<file path="config.mk">
export PLATFORM = sky130hd
export DESIGN_NAME = encoder_key_event_classifier_unit
export DESIGN_NICKNAME = d
export VERILOG_FILES = /design/src/rtl/ekc_pkg.sv /design/src/rtl/encoder_key_event_classifier_unit.sv /design/src/rtl/ekc_core.sv
export VERILOG_INCLUDE_DIRS = /design/src /design/src/rtl
export SDC_FILE = /design/constraint.sdc
export NUM_CORES = 1
export LEC_CHECK = 0
export BUFFER_PORTS_ARGS = -buffer_cell sky130_fd_sc_hd__buf_2
export CAP_MARGIN = 20
export CORE_MARGIN = 2
export CORE_UTILIZATION = 52
export DETAILED_ROUTE_END_ITERATION = 16
export HOLD_SLACK_MARGIN = 0.08
export PLACE_DENSITY = 0.82
export REMOVE_ABC_BUFFERS = 1
export SYNTH_ARGS = -nofsm -noshare
export SYNTH_HDL_FRONTEND = slang
export SYNTH_SLANG_ARGS = --single-unit
</file>
<file path="constraint.sdc">
create_clock -name clk -period 7.9 [get_ports clk]
set_input_delay 0.395 -clock clk [delete_from_list [all_inputs] [get_ports clk]]
set_output_delay 0.395 -clock clk [all_outputs]
set_load 0.05 [all_outputs]
</file>
<file path="src/rtl/assert_macros.svh">
// assertion helpers shared by the rtl files
// clock and reset are taken from the enclosing module (clk, rst)
`ifndef ASSERT_MACROS_SVH
`define ASSERT_MACROS_SVH

// property checked at every rising edge outside reset
`define EKC_ASSERT(label, prop, msg) \
  label: assert property (@(posedge clk) disable iff (rst) (prop)) else $error(msg);

// implication whose consequent is checked in the cycle after its condition, outside reset
`define EKC_ASSERT_NEXT(label, cond, prop, msg) \
  label: assert property (@(posedge clk) disable iff (rst) (cond) |=> (prop)) else $error(msg);

`endif

</file>
<file path="src/rtl/ekc_pkg.sv">
// ----------------------------------------------------------------------------
// ekc_pkg
// types and codes shared by the encoder and key event classifier
// ----------------------------------------------------------------------------
package ekc_pkg;

  // key phase codes
  typedef enum logic [1:0] {
    PH_IDLE     = 2'd0,
    PH_PRESSED  = 2'd1,
    PH_HOLD     = 2'd2,
    PH_RELEASED = 2'd3
  } phase_t;

  // turn direction codes, also used as turn action codes
  typedef enum logic [1:0] {
    DIR_IDLE  = 2'd0,
    DIR_LEFT  = 2'd1,
    DIR_RIGHT = 2'd2
  } dir_t;

  // key action codes
  typedef enum logic [1:0] {
    KEY_NONE    = 2'd0,
    KEY_CONFIRM = 2'd1,
    KEY_EXIT    = 2'd2
  } key_act_t;

  // configuration register indexes
  localparam int unsigned CFG_IDX_W = 3;
  localparam logic [CFG_IDX_W-1:0] CFG_DIR_THRESHOLD = 3'd0;
  localparam logic [CFG_IDX_W-1:0] CFG_PRESS_TIME    = 3'd1;
  localparam logic [CFG_IDX_W-1:0] CFG_HOLD_TIME     = 3'd2;
  localparam logic [CFG_IDX_W-1:0] CFG_EXIT_LIMIT    = 3'd3;
  localparam logic [CFG_IDX_W-1:0] CFG_ACTIONS_EN    = 3'd4;
  localparam int unsigned CFG_DATA_W = 16;

  // configuration reset values
  localparam logic [7:0]  RST_DIR_THRESHOLD = 8'd3;
  localparam logic [15:0] RST_PRESS_TIME    = 16'd50;
  localparam logic [15:0] RST_HOLD_TIME     = 16'd100;
  localparam logic [15:0] RST_EXIT_LIMIT    = 16'd2000;

  typedef struct packed {
    logic [7:0]  dir_threshold;
    logic [15:0] press_time_ms;
    logic [15:0] hold_time_ms;
    logic [15:0] exit_limit_ms;
    logic        actions_enable;
  } cfg_t;

  // one poll
  typedef struct packed {
    logic signed [15:0] count_value;
    logic               key_level;
    logic [31:0]        time_ms;
  } poll_item_t;

  // one result
  typedef struct packed {
    logic [1:0]  turn_action;
    logic [1:0]  key_action;
    logic [1:0]  key_phase;
    logic [31:0] held_ms;
  } res_item_t;

endpackage

</file>
<file path="src/rtl/encoder_key_event_classifier_unit.sv">
// ----------------------------------------------------------------------------
// encoder_key_event_classifier_unit
// classifies encoder turns and key presses from periodic polls
// ----------------------------------------------------------------------------
//  channel  | direction | handshake                | payload
//  ---------+-----------+--------------------------+-------------------------
//  poll     | in        | poll_valid / poll_stall  | poll_item (count, key, ms)
//  result   | out       | res_valid / res_stall    | res_item (actions, phase)
//  config   | in        | cfg_we                   | cfg_index, cfg_data
//
//  one result per poll, one poll accepted per cycle while poll_stall is low
//  an accepted poll's result goes to the result register, or to the skid while it waits
//  a two-entry output (result register plus skid) keeps poll_stall registered
//  poll_stall rises only when both output entries are full
//  rst is synchronous, clears the valid flags and core state, sets the register defaults
// ----------------------------------------------------------------------------
module encoder_key_event_classifier_unit
  import ekc_pkg::*;
(
  input  logic                  clk,
  input  logic                  rst,
  input  logic                  poll_valid,
  output logic                  poll_stall,
  input  poll_item_t            poll_item,
  output logic                  res_valid,
  input  logic                  res_stall,
  output res_item_t             res_item,
  input  logic                  cfg_we,
  input  logic [CFG_IDX_W-1:0]  cfg_index,
  input  logic [CFG_DATA_W-1:0] cfg_data
);

  `include "assert_macros.svh"

  cfg_t      cfg;
  res_item_t result;
  res_item_t skid_item;
  logic      skid_valid;
  logic      poll_take;
  logic      res_take;
  logic      out_free;

  // configuration registers
  always_ff @(posedge clk) begin
    if (rst) begin
      cfg.dir_threshold  <= RST_DIR_THRESHOLD;
      cfg.press_time_ms  <= RST_PRESS_TIME;
      cfg.hold_time_ms   <= RST_HOLD_TIME;
      cfg.exit_limit_ms  <= RST_EXIT_LIMIT;
      cfg.actions_enable <= 1'b0;
    end else if (cfg_we) begin
      unique case (cfg_index)
        CFG_DIR_THRESHOLD: cfg.dir_threshold  <= cfg_data[7:0];
        CFG_PRESS_TIME:    cfg.press_time_ms  <= cfg_data;
        CFG_HOLD_TIME:     cfg.hold_time_ms   <= cfg_data;
        CFG_EXIT_LIMIT:    cfg.exit_limit_ms  <= cfg_data;
        CFG_ACTIONS_EN:    cfg.actions_enable <= cfg_data[0];
        default: ;
      endcase
    end
  end

  // handshakes
  assign poll_stall = skid_valid;
  assign poll_take  = poll_valid && !skid_valid;
  assign res_take   = res_valid && !res_stall;
  assign out_free   = !res_valid || res_take;

  ekc_core u_core (
    .clk    (clk),
    .rst    (rst),
    .cfg    (cfg),
    .accept (poll_take),
    .poll   (poll_item),
    .result (result)
  );

  // output control: result register fed from skid first, then from the core
  always_ff @(posedge clk) begin
    if (rst) begin
      res_valid  <= 1'b0;
      skid_valid <= 1'b0;
    end else if (out_free) begin
      res_valid  <= skid_valid || poll_take;
      skid_valid <= 1'b0;
    end else if (poll_take) begin
      skid_valid <= 1'b1;
    end
  end

  // output payload
  always_ff @(posedge clk) begin
    if (out_free) begin
      if (skid_valid) begin
        res_item <= skid_item;
      end else if (poll_take) begin
        res_item <= result;
      end
    end else if (poll_take) begin
      skid_item <= result;
    end
  end

  // skid holds an item only behind a full result register
  `EKC_ASSERT(a_skid_order, !skid_valid || res_valid, "skid item present with empty result register")
  // an item taken while the result waits lands in the skid
  `EKC_ASSERT_NEXT(a_skid_fill, poll_take && res_valid && res_stall, skid_valid, "item accepted behind a stalled result was dropped")

endmodule

</file>
<file path="src/rtl/ekc_core.sv">
// ----------------------------------------------------------------------------
// ekc_core
// classifier state and the single-pass logic that turns one poll into one
// result; state advances on every accepted item
// ----------------------------------------------------------------------------
module ekc_core
  import ekc_pkg::*;
(
  input  logic       clk,
  input  logic       rst,
  input  cfg_t       cfg,
  input  logic       accept,
  input  poll_item_t poll,
  output res_item_t  result
);

  `include "assert_macros.svh"

  logic signed [15:0] prev_count, prev_count_next;
  dir_t               turn_dir, turn_dir_next;
  phase_t             phase, phase_next;
  phase_t             phase_step;
  phase_t             prev_phase, prev_phase_next;
  logic [31:0]        mark_time, mark_time_next;
  logic [31:0]        hold_duration, hold_duration_next;

  logic signed [17:0] count_diff;
  logic signed [17:0] thr_s;
  logic [31:0]        elapsed;
  logic               press_over;
  logic               hold_over;
  dir_t               turn_act;
  key_act_t           key_act;

  // count movement against the threshold
  assign count_diff = 18'(poll.count_value) - 18'(prev_count);
  assign thr_s      = $signed({10'd0, cfg.dir_threshold});

  always_comb begin
    prev_count_next = prev_count;
    turn_dir_next   = turn_dir;
    if (poll.count_value != prev_count) begin
      if (count_diff > thr_s) begin
        turn_dir_next = DIR_LEFT;
      end else if (count_diff + thr_s < 18'sd0) begin
        turn_dir_next = DIR_RIGHT;
      end
      prev_count_next = poll.count_value;
    end else begin
      turn_dir_next = DIR_IDLE;
    end
  end

  // time since the last mark, modulo 2^32
  assign elapsed    = poll.time_ms - mark_time;
  assign press_over = elapsed > {16'd0, cfg.press_time_ms};
  assign hold_over  = elapsed > {16'd0, cfg.hold_time_ms};

  // key machine next state
  always_comb begin
    phase_step         = phase;
    prev_phase_next    = prev_phase;
    mark_time_next     = mark_time;
    hold_duration_next = hold_duration;

    unique case (phase)
      PH_IDLE: begin
        if (!poll.key_level) begin
          phase_step      = PH_PRESSED;
          mark_time_next  = poll.time_ms;
          prev_phase_next = PH_IDLE;
        end
      end
      PH_PRESSED: begin
        if (press_over) begin
          if (!poll.key_level) begin
            phase_step     = PH_HOLD;
            mark_time_next = poll.time_ms;
          end else begin
            phase_step = PH_RELEASED;
          end
          prev_phase_next = PH_PRESSED;
        end
      end
      PH_HOLD: begin
        if (poll.key_level) begin
          phase_step     = PH_RELEASED;
          mark_time_next = poll.time_ms;
        end else if (hold_over) begin
          hold_duration_next = elapsed;
        end
        prev_phase_next = PH_HOLD;
      end
      PH_RELEASED: begin
        if (poll.key_level) begin
          phase_step      = PH_IDLE;
          prev_phase_next = PH_RELEASED;
        end
      end
      default: begin
        phase_step = PH_IDLE;
      end
    endcase
  end

  // action reporting while actions are enabled; there a release from hold goes back to idle
  always_comb begin
    phase_next = phase_step;
    turn_act   = DIR_IDLE;
    key_act    = KEY_NONE;
    if (cfg.actions_enable) begin
      if (turn_dir_next == DIR_LEFT || turn_dir_next == DIR_RIGHT) begin
        turn_act = turn_dir_next;
      end
      if (phase_step == PH_RELEASED && prev_phase_next == PH_PRESSED) begin
        key_act = KEY_CONFIRM;
      end else if (phase_step == PH_RELEASED && prev_phase_next == PH_HOLD) begin
        if (hold_duration_next < {16'd0, cfg.exit_limit_ms}) begin
          key_act = KEY_EXIT;
        end
        phase_next = PH_IDLE;
      end
    end
  end

  // result of the current poll
  assign result.turn_action = turn_act;
  assign result.key_action  = key_act;
  assign result.key_phase   = phase_next;
  assign result.held_ms     = hold_duration_next;

  // control state
  always_ff @(posedge clk) begin
    if (rst) begin
      turn_dir   <= DIR_IDLE;
      phase      <= PH_IDLE;
      prev_phase <= PH_IDLE;
    end else if (accept) begin
      turn_dir   <= turn_dir_next;
      phase      <= phase_next;
      prev_phase <= prev_phase_next;
    end
  end

  // kept values, zero after reset
  always_ff @(posedge clk) begin
    if (rst) begin
      prev_count    <= '0;
      mark_time     <= '0;
      hold_duration <= '0;
    end else if (accept) begin
      prev_count    <= prev_count_next;
      mark_time     <= mark_time_next;
      hold_duration <= hold_duration_next;
    end
  end

  // idle can only move on to pressed
  `EKC_ASSERT_NEXT(a_idle_exit, accept && phase == PH_IDLE, phase == PH_IDLE || phase == PH_PRESSED, "key phase left idle to a phase other than pressed")
  // hold duration is only recorded in hold
  `EKC_ASSERT_NEXT(a_hold_rec, accept && phase != PH_HOLD, $stable(hold_duration), "hold duration changed outside hold")

endmodule
</file>
# [After elaboration in Yosys (flattened, before gate mapping)]
# Index checks and enable logic that the tools add are counted.
# W data, S select, Z words.
[classes] addsub=3 mux=31 n_reduce_logical=24 n_eq_ne=15 bitwise_logic=1 order_cmp=5
[ops] operator="$mux W32" n=6
[ops] operator="$pmux W32 S3" n=1
[ops] operator="$mux W38" n=2
[ops] operator="$gt A32 B16 Y1" n=2
[ops] operator="$mux W2" n=19
[ops] operator="$lt A32 B16 Y1" n=1
[ops] operator="$sub A32 B32 Y32" n=1
[ops] operator="$add A18 B9 Y18" n=1
[ops] operator="$gt A18 B9 Y1" n=1
[ops] operator="$lt A18 B1 Y1 const B" n=1
[ops] operator="$sub A16 B16 Y17" n=1
[ops] operator="$ne A16 B16 Y1" n=1
[ops] operator="$pmux W2 S4" n=2
[ops] operator="$reduce_and A2 Y1" n=8
[ops] operator="$eq A2 B2 Y1 const B" n=5
[ops] operator="$eq A2 B1 Y1 const B" n=3
[ops] operator="$eq A3 B2 Y1 const B" n=2
[ops] operator="$logic_and A1 B1 Y1" n=4
[ops] operator="$reduce_and A4 Y1" n=1
[ops] operator="$eq A3 B1 Y1 const B" n=1
[ops] operator="$eq A3 B3 Y1 const B" n=1
[ops] operator="$logic_not A1 Y1" n=3
[ops] operator="$logic_not A3 Y1" n=1
[ops] operator="$logic_or A1 B1 Y1" n=3
[ops] operator="8 further kinds" n=8
[word_totals] elab_cells=100 reg_bits=221 out_inout_bits=40 in_bits=73

# [Logic depth before layout (Yosys ltp)]
# Gate-level depths: netlist of the first run.
[logic_depth] ltp_word=12 depth_mapped=34 ltp_nobuf=33

# [Modules after synthesis]
# A second synthesis of the first run with hierarchy kept.
[unflattened] hier_cells=1481 hier_area_um2=13688.1
[modules_own_cells] mod="ekc_core" area_each_um2=8550.7 cells_each=1133 instances=1 seq_area_each_um2=1721.7
[modules_own_cells] mod="encoder_key_event_classifier_unit" area_each_um2=5137.4 cells_each=348 instances=1 seq_area_each_um2=3463.3

# [Worst setup path before layout of the first run]
# OpenSTA, ideal clock, no wires.
[synth_path] path_type="input port to flip-flop" from="in poll_item[0] (netlist name)" to="reg res_item[35] (netlist name), data pin" n_path_buf=1 path_slack_ps=2230 required_ps=7771 path_stages=31 t_arrival_ps=5540 setup_time_ps=129 path_cell_list="inv_1 -> ha_1 -> inv_1 -> fa_1 -> a211oi_2 -> o211ai_1 -> and2_1 -> nor2_1 -> nor2_1 -> nor2_1 -> xnor2_1 -> ha_1 -> and4_1 -> a21oi_1 -> a21boi_0 -> nor3_1 -> a41oi_1 -> nor2_1 -> nand4_2 -> nand2_2 -> buf_2 -> mux2_2 -> ha_1 -> a21o_1 -> a21o_1 -> a21oi_1 -> a211oi_1 -> a2111o_1 -> a221oi_1 -> and2_1 -> a31o_2"
[synth_rtl] item="start: declaration" line_no="encoder_key_event_classifier_unit.sv:24" source="input poll_item_t poll_item,"
[synth_rtl] item="end signal: assignment" line_no="encoder_key_event_classifier_unit.sv:95" source="res_item <= skid_item;"
[synth_rtl] item="end signal: assignment" line_no="encoder_key_event_classifier_unit.sv:97" source="res_item <= result;"
[synth_rtl] item="end: declaration" line_no="encoder_key_event_classifier_unit.sv:27" source="output res_item_t res_item,"

==> flow_summary.json, run 1 <==
{
  "postSynthCellCount": 1486,
  "final_cells": 1921,
  "io_buffers": 112,
  "hpwlAfterDp_um": 25710,
  "ant_nets": 0,
  "finalInstanceArea_um2": 15010,
  "cts_htree_levels": 1,
  "clkTransAtPathRegs_ps": 60,
  "avgSynthCellArea_um2": 9.040,
  "final_cell_mix": "nand2_1, dfxtp_1, inv_1, a21oi_1, nor2_1",
  "worstSetupEndpointType": "flop",
  "cts_buffers": 25,
  "yosys-top-cells-area": "dfxtp_1, edfxtp_1, ha_1",
  "vias": 11230,
  "dieArea_um2": 27130,
  "crit_fanout": 33,
  "power.switching_mw": 1.055,
  "drc": 0,
  "antenna_found_initial": 0,
  "grt-ovfl-total": 0,
  "crit_required_ps": 8310,
  "worst_pin_slew_ps": 982.1,
  "status": "finished, final reports clean",
  "peakVddDrop_uv": 163.6,
  "postCtsSetupRepairBufs": 0,
  "num-nets-final": 1757,
  "fin_setup_tns_ps": 0,
  "initial_core_util": 0.5319,
  "cts.sinks": 221,
  "finish.utilization": 0.5944,
  "ys_ff_latch": 221,
  "slew_viol_final": 0,
  "drtIter0Drc": 852,
  "synth_top_area_share": 0.2161,
  "rsz0062_at_grt": "false",
  "yosysWarningCount": 0,
  "post_cts_resize_count": 0,
  "whs_path_depth": 3,
  "drv_cap": 0,
  "p_per_area_nw_per_um2": 214.7,
  "p_comb_frac": 0.267,
  "setup_viol": 0,
  "slowest_stage": "nand2_2",
  "startpoint": "u_core.mark_time[2]",
  "post_synth_num_cell_types": 91,
  "worstPathArrival_ps": 7280,
  "fmax_ghz": 0.1456,
  "place_congestion": 0.9190,
  "core_um2": 25250,
  "p_seq_frac": 0.393,
  "num_antenna_cells": 0,
  "r2r_start": "u_core.mark_time[2]",
  "r2r_slack_ps": 1030,
  "synthesis.area_um2": 13430,
  "drtPass1Iterations": 7,
  "ios": 113,
  "pre_cts_ws_ps": 973.0,
  "routed_wl_um": 34130,
  "die_h_um": 164.7,
  "setup_ws_ps": 1032,
  "skew_ps": 11.06,
  "worst-setup-path-type": "flop to flop",
  "ff2ff_path_depth": 28,
  "cts_buffer_depth": 3,
  "async_flop_share": 0,
  "post_drt_via_cell_ratio": 5.846,
  "final_common_cell": "nand2_1",
  "yosysTopAreaCell": "dfxtp_1",
  "slowest_delay_ps": 630,
  "r2r-end": "res_item[35]",
  "syn_to_final_growth_pct": 11.75,
  "yosysSeqAreaShare": 0.3860,
  "fin_crit_sh": 0.8694,
  "path_common_cell": "a21oi_1",
  "cts_tree": "built",
  "rows": 58,
  "hold_viol": 0,
  "drive_above_1_share": 0.1508,
  "crit_end": "res_item[35]",
  "cts_root_buf": "clkbuf_16",
  "maxSlewHeadroom": 0.3439,
  "placedCellCount": 1873,
  "p_clk_frac": 0.340,
  "die_w_um": 164.7,
  "switching_share": 0.3274,
  "grt_pass1_vias": 10500,
  "synth_edf_count": 76,
  "grt_max_degree": 77,
  "critPathLaunchType": "flop",
  "wl_per_cell_um": 17.76,
  "grt_pass1_wl_um": 53810,
  "fin_crit_ps": 6868,
  "track_usage": 0.2491,
  "min_path_type": "input pin to flop",
  "cts_hold_buf": 0,
  "synth_flop_cell": "dfxtp_1",
  "placed_area_um2": 14180,
  "power.leakage_nw": 6.445,
  "clock_latency_ps": 530,
  "p_int_mw": 2.168
}
==> layer usage <==
layer | wire, µm | track usage
met5 | 0 | 0
met1 | 14820 | 0.3293
met4 | 1222 | 0.08854
met2 | 15880 | 0.4201
met3 | 2205 | 0.03164
==> logic make-up after synthesis <==
logic type	count (synthesis)	share of synthesized area
AND/OR/NAND/NOR	472	0.1660
XOR/XNOR	27	0.01760
AO/OA/AOI/OAI	337	0.1690
adder cells (fa/ha/maj)	112	0.1054
flip-flops	221	0.3860
buffers and inverters	193	0.05831
multiplexers	124	0.09771
==> cell type report <==
class	count	area, µm²
Fill cell	2162	10240
Multi-Input combinational cell	1072	7483
Sequential cell	221	5185
Timing Repair Buffer	120	655.6
Clock buffer	29	640.6
Inverter	132	495.5
Tap cell	330	412.9
Clock inverter	17	138.9
==> through the flow <==
step                      power [mW]  hold slack, ps
final                          3.223           120.4
after global routing           3.380           119.9
after detailed placement       2.134           447.7
after floorplan                1.894           430.0
after global placement         2.112           441.4
after CTS                      3.232           105.5
==> Yosys cell counts (10+ instances only) <==
| cell | count |
|---|---|
| nand2b_1 | 12 |
| a21oi_1 | 132 |
| o211ai_1 | 11 |
| a211oi_1 | 11 |
| inv_1 | 131 |
| ha_1 | 110 |
| nor2b_1 | 17 |
| and2_1 | 10 |
| nand4_1 | 22 |
| mux2_2 | 45 |
| nand3b_1 | 13 |
| nor3_1 | 20 |
| mux2_1 | 12 |
| a21o_1 | 18 |
| edfxtp_1 | 76 |
| nand2_1 | 200 |
| nand3_1 | 17 |
| dfxtp_1 | 145 |
| o21ai_0 | 39 |
| xor2_1 | 10 |
| mux2i_1 | 67 |
| nor2_1 | 114 |
| o21ai_1 | 10 |
| xnor2_1 | 17 |
| buf_2 | 14 |
| clkbuf_1 | 42 |
==> flip-flops by register name (all words and copies together) (netlist names) <==
| register | flops |
|---|---|
| u_core.mark_time | 32 |
| u_core.phase | 2 |
| skid_item | 38 |
| res_item | 38 |
| u_core.hold_duration | 32 |
| cfg | 57 |
| u_core.prev_count | 16 |
| u_core.prev_phase | 2 |
| res_valid | 1 |
| u_core.turn_dir | 2 |
| poll_stall | 1 |
==> how the worst min path moves through the flow <==
stage | from | end | slack [ps]
6_report | cfg_data[10] | cfg[11] | 120
5_1_grt | cfg_data[10] | cfg[43] | 120
4_1_cts | poll_item[24] | u_core.mark_time[24] | 110
3_5_place_dp | u_core.prev_count[9] | u_core.prev_count[9] | 450
3_3_place_gp | u_core.hold_duration[28] | u_core.hold_duration[28] | 440
2_1_floorplan | u_core.hold_duration[28] | u_core.hold_duration[28] | 430
==> worst max-delay path: cells and delay by family (launching register included) <==
family,cells,cell delay [ps]
XOR/XNOR,1,380
multiplexers,1,440
adder cells (fa/ha/maj),3,1000
flip-flops,1,330
AND/OR/NAND/NOR,7,1730
AO/OA/AOI/OAI,15,2780
buffers and inverters,1,40
==> power by group through the flow <==
stage | clock (mW) | combinational [mW] | sequential [mW]
floorplan | 0 | 0.548 | 1.35
global placement | 0 | 0.825 | 1.29
detailed placement | 0 | 0.845 | 1.29
CTS | 1.11 | 0.852 | 1.27
global route | 1.16 | 0.945 | 1.27
finish | 1.10 | 0.862 | 1.27
Power figures use the tool's default switching activity.
==> run 2, diff against run 1 <==
- CORE_UTILIZATION: 52 -> 60
- PLACE_DENSITY: 0.82 -> 0.91
==> run 2 against run 1 <==
Against the previous run:
- final cell count is 2.7% lower
- critical path depth stayed put
- die area is 13% lower
- largest power group unchanged
==> flow_summary.json, run 2 (synthesized netlist as in run 1, its figures left out) <==
{
  "final_cell_mix": "nand2_1, dfxtp_1, inv_1, a21oi_1, nor2_1",
  "core_um2": 21890,
  "path_buf_inv": 1,
  "wl_per_cell_um": 19.05,
  "whs_path_depth": 3,
  "cts_buffers": 25,
  "min_path_type": "input pin to flop",
  "track_usage": 0.2922,
  "vias": 11450,
  "critPathTopFamily": "compound AO/OA/AOI/OAI gates",
  "r2r_slack_ps": 1140,
  "crit_fanout": 33,
  "cts_hold_buf": 0,
  "crit_required_ps": 8320,
  "drv_cap": 0,
  "cts_root_buf": "clkbuf_16",
  "r2r-end": "res_item[35]",
  "r2r_start": "u_core.mark_time[2]",
  "rsz0062_at_grt": "false",
  "power.leakage_nw": 6.452,
  "fin_crit_ps": 6755,
  "place_congestion": 0.9761,
  "grt_max_degree": 96,
  "critPathLaunchType": "flop",
  "cts_buffer_depth": 3,
  "grt_pass1_wl_um": 56190,
  "final_common_cell": "nand2_1",
  "hold_end": "u_core.prev_count[0]",
  "cts.sinks": 221,
  "syn_to_final_growth_pct": 11.33,
  "hpwlAfterDp_um": 26160,
  "drtPass1Iterations": 6,
  "top_register": "cfg",
  "peakVddDrop_uv": 172.0,
  "largest_register_ffs": 57,
  "clock_latency_ps": 550,
  "status": "finished, final reports clean",
  "io_buffers": 112,
  "grt-ovfl-total": 0,
  "post_cts_resize_count": 0,
  "ff2ff_path_depth": 28,
  "worstPathArrival_ps": 7170,
  "worstSetupEndpointType": "flop",
  "grt_pass1_vias": 10900,
  "num_antenna_cells": 0,
  "slowest_stage": "nand2_2",
  "slowest_delay_ps": 630,
  "worst-setup-path-type": "flop to flop",
  "skew_ps": 27.10,
  "drtIter0Drc": 963,
  "clkTransAtPathRegs_ps": 60,
  "ant_nets": 0,
  "drive_above_1_share": 0.1497,
  "num-nets-final": 1757,
  "slew_viol_final": 0,
  "p_per_area_nw_per_um2": 215.5,
  "maxSlewHeadroom": 0.3470,
  "fmax_ghz": 0.1480,
  "cts_htree_levels": 1,
  "finish.utilization": 0.6831,
  "dieArea_um2": 23600,
  "routed_wl_um": 35630,
  "drc": 0,
  "rows": 54,
  "reg.largest.list": "cfg: 57 flops, res_item: 38 flops, skid_item: 38 flops",
  "fin_crit_sh": 0.8551,
  "post_drt_via_cell_ratio": 6.124,
  "n_fill_cell": 1629,
  "die_w_um": 153.6,
  "setup_viol": 0,
  "die_h_um": 153.6,
  "antenna_found_initial": 0,
  "postCtsSetupRepairBufs": 0,
  "min-delay-start": "poll_item[33]",
  "initial_core_util": 0.6136,
  "ios": 113,
  "path_common_cell": "a21oi_1",
  "cts_tree": "built",
  "fin_setup_tns_ps": 0,
  "worst_pin_slew_ps": 977.5,
  "hold_viol": 0
}
-- run 2: cell count changes in the layout (fill, tap and decap cells not counted), sizes merged --
cell,previous run,this run
clkinv,11,8
bufinv,1,0
clkbuf,29,34
clkinvlp,4,2
-- run 2: layout make-up --
| cell class | instances | area, µm² | area share |
|---|---|---|---|
| clock buffer | 34 | 679.4 | 0.04543 |
| timing repair buffer | 120 | 683.2 | 0.04568 |
| tap | 280 | 350.3 | 0.02343 |
| multi-input combinational | 1072 | 7483 | 0.5004 |
| inverter | 132 | 495.5 | 0.03313 |
| clock inverter | 11 | 77.57 | 0.005187 |
| sequential | 221 | 5185 | 0.3467 |
-- run 2: metal layers --
layer  GRT usage  share of wire
met1      0.3759           0.41
met4     0.09917          0.034
met2      0.4997           0.47
met5           0              0
met3     0.05017          0.085
-- run 2: worst register-to-register path, delay by kind of cell, from the launching register on --
| kind | cells | cell delay, ps |
|---|---|---|
| compound gates | 15 | 2750 |
| simple gates | 7 | 1760 |
| fa+ha+maj | 3 | 1000 |
| mux | 1 | 440 |
| xor+xnor | 1 | 350 |
| flops | 1 | 330 |
| buf+inv | 1 | 40 |
-- run 2: metrics by stage --
stage                     instance area, µm²  power, mW  setup WS [ps]  cells  hold WS [ps]
after CTS                              14870      3.217           1220   1867         87.65
after global routing                   14950      3.369          640.1   1870         104.0
after global placement                 14110      2.111           1263   1822         441.3
final                                  14950      3.223           1145   1870         100.7
after floorplan                        13150      1.894           2085   1425         430.0
after detailed placement               14110      2.139           1057   1822         446.7
-- run 2: worst max path at each step --
| stage | cells past startpoint | start | end |
|---|---|---|---|
| after floorplan | 30 | poll_item[0] | res_item[35] |
| after global placement | 28 | poll_item[4] | res_item[35] |
| after detailed placement | 28 | poll_item[4] | res_item[35] |
| after CTS | 28 | u_core.mark_time[3] | res_item[35] |
| after global routing | 28 | u_core.mark_time[4] | res_item[35] |
| final | 28 | u_core.mark_time[2] | res_item[35] |
-- run 2: power by group --
| part | internal [mW] | leakage [nW] | total (mW) | switching (mW) |
|---|---|---|---|---|
| clock | 0.607 | 0.370 | 1.08 | 0.476 |
| combinational | 0.310 | 4.16 | 0.873 | 0.563 |
| sequential | 1.24 | 1.92 | 1.27 | 0.0288 |
| total | 2.15 | 6.45 | 3.22 | 1.07 |
==> run 3, diff against run 2 <==
- CELL_PAD_IN_SITES_DETAIL_PLACEMENT: unset -> 0
- CELL_PAD_IN_SITES_GLOBAL_PLACEMENT: unset -> 2
- CORE_UTILIZATION: 60 -> 38
- PLACE_DENSITY: 0.91 -> 0.92
==> run 3 against run 2 <==
Against the previous run:
- utilization fell by 24 points
- worst hold slack better by 5.9 ps
- count of clock-buffer cells in the layout shrank 7
- clock skew decreased by 10 ps
- wire length grew 2.7%
- clock power rose by 21%
- sequential power is essentially flat
- critical endpoint unchanged
- largest cell class unchanged
- largest power group is now clock
- highest routed layer unchanged
==> flow_summary.json, run 3 (synthesized netlist as in run 1, its figures left out) <==
{
  "postCtsSetupRepairBufs": 0,
  "wl_met3_um": 1885,
  "p_per_area_nw_per_um2": 224.2,
  "critPathTopFamily": "compound AO/OA/AOI/OAI gates",
  "placed_area_um2": 14380,
  "final_cells": 2048,
  "fin_crit_ps": 6639,
  "routed_wl_um": 36580,
  "routed-wl-met2_um": 16220,
  "slowest_delay_ps": 660,
  "worstPathArrival_ps": 7050,
  "n_fill_cell": 3447,
  "power.leakage_nw": 6.521,
  "path_buf_inv": 1,
  "top_register": "cfg",
  "critPathLaunchType": "flop",
  "cts_htree_levels": 1,
  "slowest_stage": "nand2_2",
  "drtIter0Drc": 848,
  "drive_above_1_share": 0.1532,
  "drtPass1Iterations": 5,
  "syn_to_final_growth_pct": 13.99,
  "core_um2": 34710,
  "place_congestion": 0.8828,
  "fin_crit_sh": 0.8404,
  "cts.sinks": 221,
  "track_usage": 0.1988,
  "rsz0062_at_grt": "false",
  "cts_buffers": 26,
  "final_common_cell": "nand2_1",
  "initial_core_util": 0.3870,
  "cts_root_buf": "clkbuf_16",
  "crit_required_ps": 8310,
  "p_seq_frac": 0.369,
  "worst_pin_slew_ps": 928.9,
  "final_cell_mix": "nand2_1, dfxtp_1, inv_1, a21oi_1, nor2_1",
  "dieArea_um2": 36870,
  "p_comb_frac": 0.250,
  "fmax_ghz": 0.1506,
  "vias": 10920,
  "cts_hold_buf": 0,
  "cts_tree": "built",
  "path_common_cell": "a21oi_1",
  "finish.utilization": 0.4411,
  "num-nets-final": 1758,
  "p_int_mw": 2.348,
  "status": "finished, final reports clean",
  "min_path_type": "input pin to flop",
  "maxSlewHeadroom": 0.3807,
  "post_cts_resize_count": 0,
  "drc": 0,
  "fin_setup_tns_ps": 0,
  "grt_pass1_vias": 10410,
  "ant_nets": 0,
  "hpwlAfterDp_um": 27090,
  "worstSetupEndpointType": "flop",
  "rows": 68,
  "drv_cap": 0,
  "wl_per_cell_um": 17.86,
  "grt-ovfl-total": 0,
  "largest_register_ffs": 57,
  "placedCellCount": 2000,
  "grt_max_degree": 86,
  "clock_latency_ps": 540,
  "slew_viol_final": 0,
  "timing.hold.ws_ps": 106.7,
  "setup_viol": 0,
  "hold_viol": 0,
  "finalInstanceArea_um2": 15310,
  "antenna_found_initial": 0,
  "top_layer_used": "met4",
  "cts_buffer_depth": 3,
  "met1_length_um": 17970,
  "die_h_um": 192.0,
  "peakVddDrop_uv": 182.8,
  "post_drt_via_cell_ratio": 5.333,
  "crit_fanout": 33,
  "reg.largest.list": "cfg: 57 flops, res_item: 38 flops, skid_item: 38 flops",
  "switching_share": 0.3160,
  "clkTransAtPathRegs_ps": 70,
  "grt_pass1_wl_um": 58080,
  "worst-setup-path-type": "flop to flop",
  "io_buffers": 112,
  "die_w_um": 192.0,
  "skew_ps": 16.95,
  "power.switching_mw": 1.085,
  "num_antenna_cells": 0,
  "ios": 113,
  "p_clk_frac": 0.381
}
-- run 3: changes by cell type in the layout (fill, tap and decap cells not counted) --
cell	previous run	this run
bufinv_16	0	6
clkbuf_1	7	1
clkinv_1	2	5
buf_16	3	1
buf_4	6	8
clkbuf_8	2	0
clkinv_2	6	4
clkinv_4	0	2
clkbuf_16	25	26
clkinv_8	0	1
inv_16	1	0
inv_6	1	2
-- run 3: final timing paths --
path	from	endpoint	slack [ps]	cells past startpoint
setup / recovery	u_core.mark_time[2]	res_item[35]	1260	28
setup reg to reg	u_core.mark_time[2]	res_item[35]	1260	28
hold / removal	poll_item[41]	u_core.prev_count[8]	110	3
hold reg to reg	cfg[4]	cfg[4]	460	2
-- run 3: final cells by class --
type	instances	area, µm²	share of cell area
multi-input combinational	1072	7483	0.4887
timing repair buffer	120	643.1	0.04200
tap	455	569.3	0.03718
clock buffer	27	654.4	0.04274
inverter	132	495.5	0.03236
clock inverter	21	281.5	0.01839
sequential	221	5185	0.3386
-- run 3: through the flow --
| step | worst slack [ps] | total power [mW] |
|---|---|---|
| floorplan | 2085 | 1.894 |
| global placement | 1255 | 2.135 |
| detailed placement | 1077 | 2.144 |
| CTS | 1220 | 3.465 |
| global route | 588.3 | 3.609 |
| finish | 1261 | 3.432 |
-- run 3: per-layer routing --
metal / track usage / vias to the layer above
li1: - / 5458
met1: 0.2908 / 5179
met2: 0.3132 / 246
met3: 0.02613 / 39
met4: 0.03905 / 0
met5: 0 / -
-- run 3: tightest hold or removal path: cells and delay by family --
| kind | cells | cell delay [ps] |
|---|---|---|
| and+or+nand+nor | 1 | 50 |
| buffers and inverters | 1 | 110 |
| AOI/OAI and AO/OA | 1 | 50 |
-- run 3: power groups by stage --
stage	combinational (mW)	sequential (mW)	clock [mW]
floorplan	0.548	1.35	0
global placement	0.845	1.29	0
detailed placement	0.853	1.29	0
CTS	0.859	1.27	1.34
global route	0.951	1.27	1.38
finish	0.857	1.27	1.31
